--- config.mk ---
export PLATFORM = sky130hd
export DESIGN_NAME = rss_ctrl
export DESIGN_NICKNAME = d
export VERILOG_FILES = /design/src/sv/rss_pkg.sv /design/src/sv/rss_ctrl.sv
export SDC_FILE = /design/constraint.sdc
export NUM_CORES = 1
export LEC_CHECK = 0
export BUFFER_PORTS_ARGS = -buffer_cell sky130_fd_sc_hd__buf_2
export CAP_MARGIN = 15
export CORE_MARGIN = 2
export CORE_UTILIZATION = 35
export DETAILED_ROUTE_END_ITERATION = 6
export MAX_ROUTING_LAYER = met4
export PLACE_DENSITY = 0.57
export REMOVE_ABC_BUFFERS = 1
export SLEW_MARGIN = 25
export SYNTH_ARGS = -nofsm -noshare
export SYNTH_HDL_FRONTEND = slang
export SYNTH_SLANG_ARGS = --single-unit
--- constraint.sdc ---
create_clock -name clk -period 4.2 [get_ports clk]
set_input_delay 0.84 -clock clk [delete_from_list [all_inputs] [get_ports clk]]
set_output_delay 0.84 -clock clk [all_outputs]
set_load 0.01 [all_outputs]
--- src/sv/rss_pkg.sv ---
package rss_pkg;

    localparam int DEPTH  = 1024;
    localparam int ADDR_W = $clog2(DEPTH);
    localparam int DATA_W = 32;
    localparam int CNT_W  = 11;
    localparam int IDX_W  = 12;
    localparam int POS_W  = 10;

    localparam logic ACT_LOAD   = 1'b0;
    localparam logic ACT_SEARCH = 1'b1;

    localparam logic REG_ELEMENT_COUNT = 1'b0;

    typedef enum logic [5:0] {
        S_IDLE  = 6'b000001,
        S_CHECK = 6'b000010,
        S_EVAL  = 6'b000100,
        S_EVALH = 6'b001000,
        S_DONE  = 6'b010000,
        S_SPARE = 6'b100000
    } state_t;

    typedef struct packed {
        logic              we;
        logic [ADDR_W-1:0] addr;
        logic [DATA_W-1:0] data;
    } wr_req_t;

    typedef struct packed {
        logic              re;
        logic [ADDR_W-1:0] addr_a;
        logic [ADDR_W-1:0] addr_b;
    } rd_req_t;

    typedef struct packed {
        logic signed [DATA_W-1:0] a;
        logic signed [DATA_W-1:0] b;
    } rd_rsp_t;

    typedef struct packed {
        state_t state;
        logic   rd_re;
    } ctrl_stat_t;

endpackage

--- src/sv/rss_ctrl.sv ---
module rss_ctrl
    import rss_pkg::*;
(
    input  logic              clk,
    input  logic              rst_n,
    input  logic [CNT_W-1:0]  element_count,
    input  logic              s_valid,
    output logic              s_ready,
    input  logic              s_action,
    input  logic [POS_W-1:0]  s_slot,
    input  logic [DATA_W-1:0] s_value,
    output logic              m_valid,
    input  logic              m_ready,
    output logic              m_found,
    output logic [POS_W-1:0]  m_position,
    output wr_req_t           wr_req,
    output rd_req_t           rd_req,
    input  rd_rsp_t           rd_rsp,
    output ctrl_stat_t        stat
);

    state_t                   state_reg, state_next;
    logic signed [IDX_W-1:0]  low_reg, low_next;
    logic signed [IDX_W-1:0]  high_reg, high_next;
    logic [ADDR_W-1:0]        mid_reg, mid_next;
    logic signed [DATA_W-1:0] key_reg, key_next;
    logic signed [DATA_W-1:0] vm_reg, vm_next;
    logic                     res_found_reg, res_found_next;
    logic [POS_W-1:0]         res_pos_reg, res_pos_next;
    logic                     out_valid_reg, out_valid_next;
    logic                     out_found_reg, out_found_next;
    logic [POS_W-1:0]         out_pos_reg, out_pos_next;

    logic [CNT_W-1:0]         n_eff;
    logic [IDX_W:0]           mid_sum;
    logic [ADDR_W-1:0]        mid_calc;
    logic signed [IDX_W-1:0]  mid_ext;
    logic                     in_acc;
    logic                     out_free;

    assign n_eff    = (element_count > CNT_W'(DEPTH)) ? CNT_W'(DEPTH) : element_count;
    assign mid_sum  = {1'b0, low_reg} + {1'b0, high_reg};
    assign mid_calc = mid_sum[ADDR_W:1];
    assign mid_ext  = signed'(IDX_W'(mid_reg));
    assign s_ready  = (state_reg == S_IDLE);
    assign in_acc   = s_valid && s_ready;
    assign out_free = !out_valid_reg || m_ready;

    always_comb
    begin
        state_next     = state_reg;
        low_next       = low_reg;
        high_next      = high_reg;
        mid_next       = mid_reg;
        key_next       = key_reg;
        vm_next        = vm_reg;
        res_found_next = res_found_reg;
        res_pos_next   = res_pos_reg;
        out_valid_next = out_valid_reg && !m_ready;
        out_found_next = out_found_reg;
        out_pos_next   = out_pos_reg;
        wr_req.we      = 1'b0;
        wr_req.addr    = s_slot[ADDR_W-1:0];
        wr_req.data    = s_value;
        rd_req.re      = 1'b0;
        rd_req.addr_a  = mid_calc;
        rd_req.addr_b  = low_reg[ADDR_W-1:0];

        case (state_reg)
            S_IDLE:
            begin
                if (in_acc)
                begin
                    if (s_action == ACT_SEARCH)
                    begin
                        key_next   = signed'(s_value);
                        low_next   = '0;
                        high_next  = signed'({1'b0, n_eff}) - IDX_W'(1);
                        state_next = S_CHECK;
                    end
                    else
                    begin
                        wr_req.we = ({1'b0, s_slot} < (POS_W + 1)'(DEPTH));
                    end
                end
            end
            S_CHECK:
            begin
                if (low_reg <= high_reg)
                begin
                    rd_req.re  = 1'b1;
                    mid_next   = mid_calc;
                    state_next = S_EVAL;
                end
                else
                begin
                    res_found_next = 1'b0;
                    res_pos_next   = '0;
                    state_next     = S_DONE;
                end
            end
            S_EVAL:
            begin
                if (rd_rsp.a == key_reg)
                begin
                    res_found_next = 1'b1;
                    res_pos_next   = POS_W'(mid_reg);
                    state_next     = S_DONE;
                end
                else if (rd_rsp.b <= rd_rsp.a)
                begin
                    if (rd_rsp.b <= key_reg && key_reg <= rd_rsp.a)
                    begin
                        high_next = mid_ext - IDX_W'(1);
                    end
                    else
                    begin
                        low_next = mid_ext + IDX_W'(1);
                    end
                    state_next = S_CHECK;
                end
                else
                begin
                    rd_req.re     = 1'b1;
                    rd_req.addr_a = high_reg[ADDR_W-1:0];
                    vm_next       = rd_rsp.a;
                    state_next    = S_EVALH;
                end
            end
            S_EVALH:
            begin
                if (vm_reg <= key_reg && key_reg <= rd_rsp.a)
                begin
                    low_next = mid_ext + IDX_W'(1);
                end
                else
                begin
                    high_next = mid_ext - IDX_W'(1);
                end
                state_next = S_CHECK;
            end
            S_DONE:
            begin
                if (out_free)
                begin
                    out_valid_next = 1'b1;
                    out_found_next = res_found_reg;
                    out_pos_next   = res_pos_reg;
                    state_next     = S_IDLE;
                end
            end
            default:
            begin
                state_next = S_IDLE;
            end
        endcase
    end

    always_ff @(posedge clk or negedge rst_n)
    begin
        if (!rst_n)
        begin
            state_reg     <= S_IDLE;
            out_valid_reg <= 1'b0;
        end
        else
        begin
            state_reg     <= state_next;
            out_valid_reg <= out_valid_next;
        end
    end

    always_ff @(posedge clk)
    begin
        low_reg       <= low_next;
        high_reg      <= high_next;
        mid_reg       <= mid_next;
        key_reg       <= key_next;
        vm_reg        <= vm_next;
        res_found_reg <= res_found_next;
        res_pos_reg   <= res_pos_next;
        out_found_reg <= out_found_next;
        out_pos_reg   <= out_pos_next;
    end

    assign m_valid    = out_valid_reg;
    assign m_found    = out_found_reg;
    assign m_position = out_pos_reg;
    assign stat.state = state_reg;
    assign stat.rd_re = rd_req.re;

endmodule

==> impl_summary.txt <==
----------------------------------------------------
[Outcome]
  Status ... completed

[Route]
  Post-DR vias/cell ... 5.022
  Overall via count from detail_route ... 6990
  Initial DRT Pass Iterations ... 5
  Post-DRT Antenna Nets ... 0
  Number of violations reported at the end of detailed-routing iteration 0 ... 410
  Drt total wl ... 23.96 mm
  Routed wire length per instance ... 17.21 µm
  Drt drc ... 0

[Yosys]
  Instance count of the mapped netlist ... 866
  Total number of yosys warnings ... 0
  Async SR Flop Fraction ... 4.800%
  Number of enable-type register cells in the synthesized netlist ... 119
  Share of Yosys cell area claimed by the top area cell type ... 39.48%
  Portion of the post-synthesis area used by sequential elements ... 41.15%
  Per-instance average area after synthesis ... 10.45 µm²
  Synth top area cells ... sky130_fd_sc_hd__edfxtp_1 39%, sky130_fd_sc_hd__ha_1 21%, sky130_fd_sc_hd__buf_4 4.5%
  Prevailing post-synth register cell ... sky130_fd_sc_hd__edfxtp_1
  Combined area of all synthesized cells ... 9051 µm²
  Largest area contributor in the synthesized netlist ... sky130_fd_sc_hd__edfxtp_1
  Post-synth cell types ... 62
  Synthesized flop and latch total ... 125

[Placement]
  Instance count after placement with tap cells included ... 1352
  Port Buffers ... 184
  HPWL after detailed placement ... 19.14 mm
  Standard cell area after detailed placement ... 10230 µm²
  Final estimated routing congestion in global placement ... 0.9327
  Pre-CTS worst setup slack ... -0.07705 ns

[Critical path]
  Crit-path max FO ... 6
  Critical path class ... in2out
  Most frequent CP cell ... sky130_fd_sc_hd__buf_4
  Slowest CP cell ... sky130_fd_sc_hd__or3_4
  Crit path arrival time ... 3.32 ns
  Required arrival time at the worst endpoint ... 3.36 ns
  CP top delay family ... buffers and inverters
  Kind of end point of the critical path ... primary output
  Startpoint Class ... input port
  Series of cell instances along the critical path ... buf_4 > ha_4 > nand4_1 > buf_4 > buf_4 > buf_4 > or3_4 > o211ai_2 > mux2i_2 > nor2_4 > buf_12 > mux2_4 > buf_6
  Maximum single-stage delay on the critical path ... 0.37 ns
  Buffering stage count on the worst path with inverters included ... 6

[Timing]
  Final setup violation count ... 0
  Count of final max-slew check failures ... 0
  Worst Skew ... 0.01073 ns
  Setup WS post-layout ... 0.04398 ns
  Peak clock frequency supported by timing ... 0.2406 GHz
  Worst-Margin Slew ... 0.9305 ns
  Post-route minimum period ... 4.156 ns
  Final TNS setup ... 0 ns
  Final hold violations ... 0
  Slew HR ... 37.97%
  Worst hold slack after final layout ... 0.2430 ns
  Final critical-path share of the clock period ... 98.95%

[Layout]
  Fraction of layout cells with a size suffix above 1 ... 30.19%
  FILL cells ... 2423
  Post-synthesis to final-layout area growth ... 24.79%
  Final standard cell count with taps included and fillers excluded ... 1392
  Layout Cell Area excl Fill ... 11290 µm²
  Number of nets in the final layout ... 1322
  Final core area utilization ... 44.72%

[CTS]
  TritonCTS clock tree ... done
  Clock latency reported for the late side of the worst-skew pair ... 0.42 ns
  Total number of clock tree sinks ... 125
  Clk buf depth ... 2
  Buffer cell driving the clock tree root ... sky130_fd_sc_hd__clkbuf_16
  TritonCTS Buffers ... 17
  Clock-pin slew on the worst setup and hold paths ... 0.05 ns
  Number of H-tree levels ... 4

[GRT]
  GR Util All Layers ... 18.61%
  Global-route wire length before repair ... 37.09 mm
  Number of global-route vias before repair ... 6994
  Maximum number of pins on one net before global-route repair ... 33
  Sum of overflow across all layers after global routing ... 0
  Antenna violations before repair ... 2

[Floorplanning]
  Die extent in x ... 164.8 µm
  Die area ... 27160 µm²
  I/O pin total ... 206
  Die height ... 164.8 µm
  Placeable Area ... 25250 µm²
  Row Count ... 58
  Effective utilization at floorplan ... 35.84%

[Power]
  Max VDD drop ... 237.5 µV
  Static leakage ... 5.012 nW
  Total Power ... 4.375 mW
  Total power per unit cell area ... 387.4 nW/µm²

[Worst hold path]
  Hold/Removal Path Class ... in2async

[Flow run]
  Max-cap violation count ... 0

----------------------------------------------------
==> layer usage <==
layer  wire length [µm]  part of all wire, %  GRT usage (%)
met2              11030                   46          29.48
met5                  0                    0              -
met1              11370                   47          24.57
met3               1278                  5.3          3.440
met4                284                  1.2          4.980
==> timing repair <==
action,CTS,global route
endpoints found under the hold margin,0,0
buffers inserted,4,4
endpoints found under the setup margin,12,12
pin swaps,12,9
gates resized for setup,37,32
gates cloned,1,0
hold buffers,0,0
==> cell usage after synthesis, drive strengths merged, types with 12 or more instances <==
library cell and instances:
edfxtp 119, inv 97, a21oi 72, xnor2 18, nor2 41, nor4 13
and2 12, nand2 55, nand3 20, ha 152, nor3 14, o21ai 29
buf 56, nand4 23
==> cell families (layout without fill, tap and decap cells) <==
family	Yosys count	count (layout)	synth area share, %
flops	125	125	41.15
fa+ha+maj	153	153	21.23
simple gates	222	222	12.88
buf+inv	163	357	9.193
other cells	1	3	0.04143
xor+xnor	24	24	2.322
compound gates	167	167	11.49
mux	11	11	1.687
==> placed cells by master (no fill, tap or decap), types with 12 or more instances in the layout <==
master                      netlist  routed
sky130_fd_sc_hd__ha_1           152     137
sky130_fd_sc_hd__nor3_1          14      14
sky130_fd_sc_hd__buf_4           54      43
sky130_fd_sc_hd__xnor2_1         18      18
sky130_fd_sc_hd__edfxtp_1       119     119
sky130_fd_sc_hd__clkbuf_16        0      17
sky130_fd_sc_hd__and2_1          12      12
sky130_fd_sc_hd__ha_4             0      15
sky130_fd_sc_hd__buf_2            1     164
sky130_fd_sc_hd__inv_1           97      85
sky130_fd_sc_hd__nand4_1         23      23
sky130_fd_sc_hd__nand2_1         55      53
sky130_fd_sc_hd__nand3_1         20      18
sky130_fd_sc_hd__a21oi_1         70      70
sky130_fd_sc_hd__buf_6            0      18
sky130_fd_sc_hd__nor2_1          40      40
sky130_fd_sc_hd__o21ai_0         27      26
==> power by group <==
group          internal [mW]  switching [mW]
registers               1.50          0.0753
logic                  0.565           0.658
clock network          0.995           0.578
==> area by class of cell <==
| type | count | area, µm² | share of cell area (%) |
|---|---|---|---|
| clock inverters | 14 | 192.7 | 1.706 |
| well taps | 330 | 412.9 | 3.656 |
| clock buffers | 18 | 429.2 | 3.800 |
| flip-flops and latches | 125 | 3725 | 32.98 |
| repair buffers | 228 | 1406 | 12.45 |
| inverters | 97 | 369.1 | 3.268 |
| multi-input cells | 578 | 4755 | 42.10 |
| diodes | 2 | 5.005 | 0.04431 |
==> final timing paths <==
kind / start / to / slack, ns / cells past startpoint
setup / recovery: rd_rsp[15] / rd_req[13] / 0.04 / 13
hold / removal: rst_n / state_reg[2]$_DFFE_PN0P_ / 0.24 / 1
hold reg to reg: res_pos_reg[7]$_SDFFCE_PN0P_ / m_position[7]$_DFFE_PP_ / 0.42 / 0
min in group clk: res_pos_reg[7]$_SDFFCE_PN0P_ / m_position[7]$_DFFE_PP_ / 0.42 / 0
max in group asynchronous: rst_n / state_reg[0]$_DFFE_PN1P_ / 3.73 / 1
setup reg to reg: key_reg[15]$_DFFE_PP_ / high_reg[2]$_DFFE_PP_ / 0.78 / 10
Note: power is estimated with default switching activity, not from simulation.
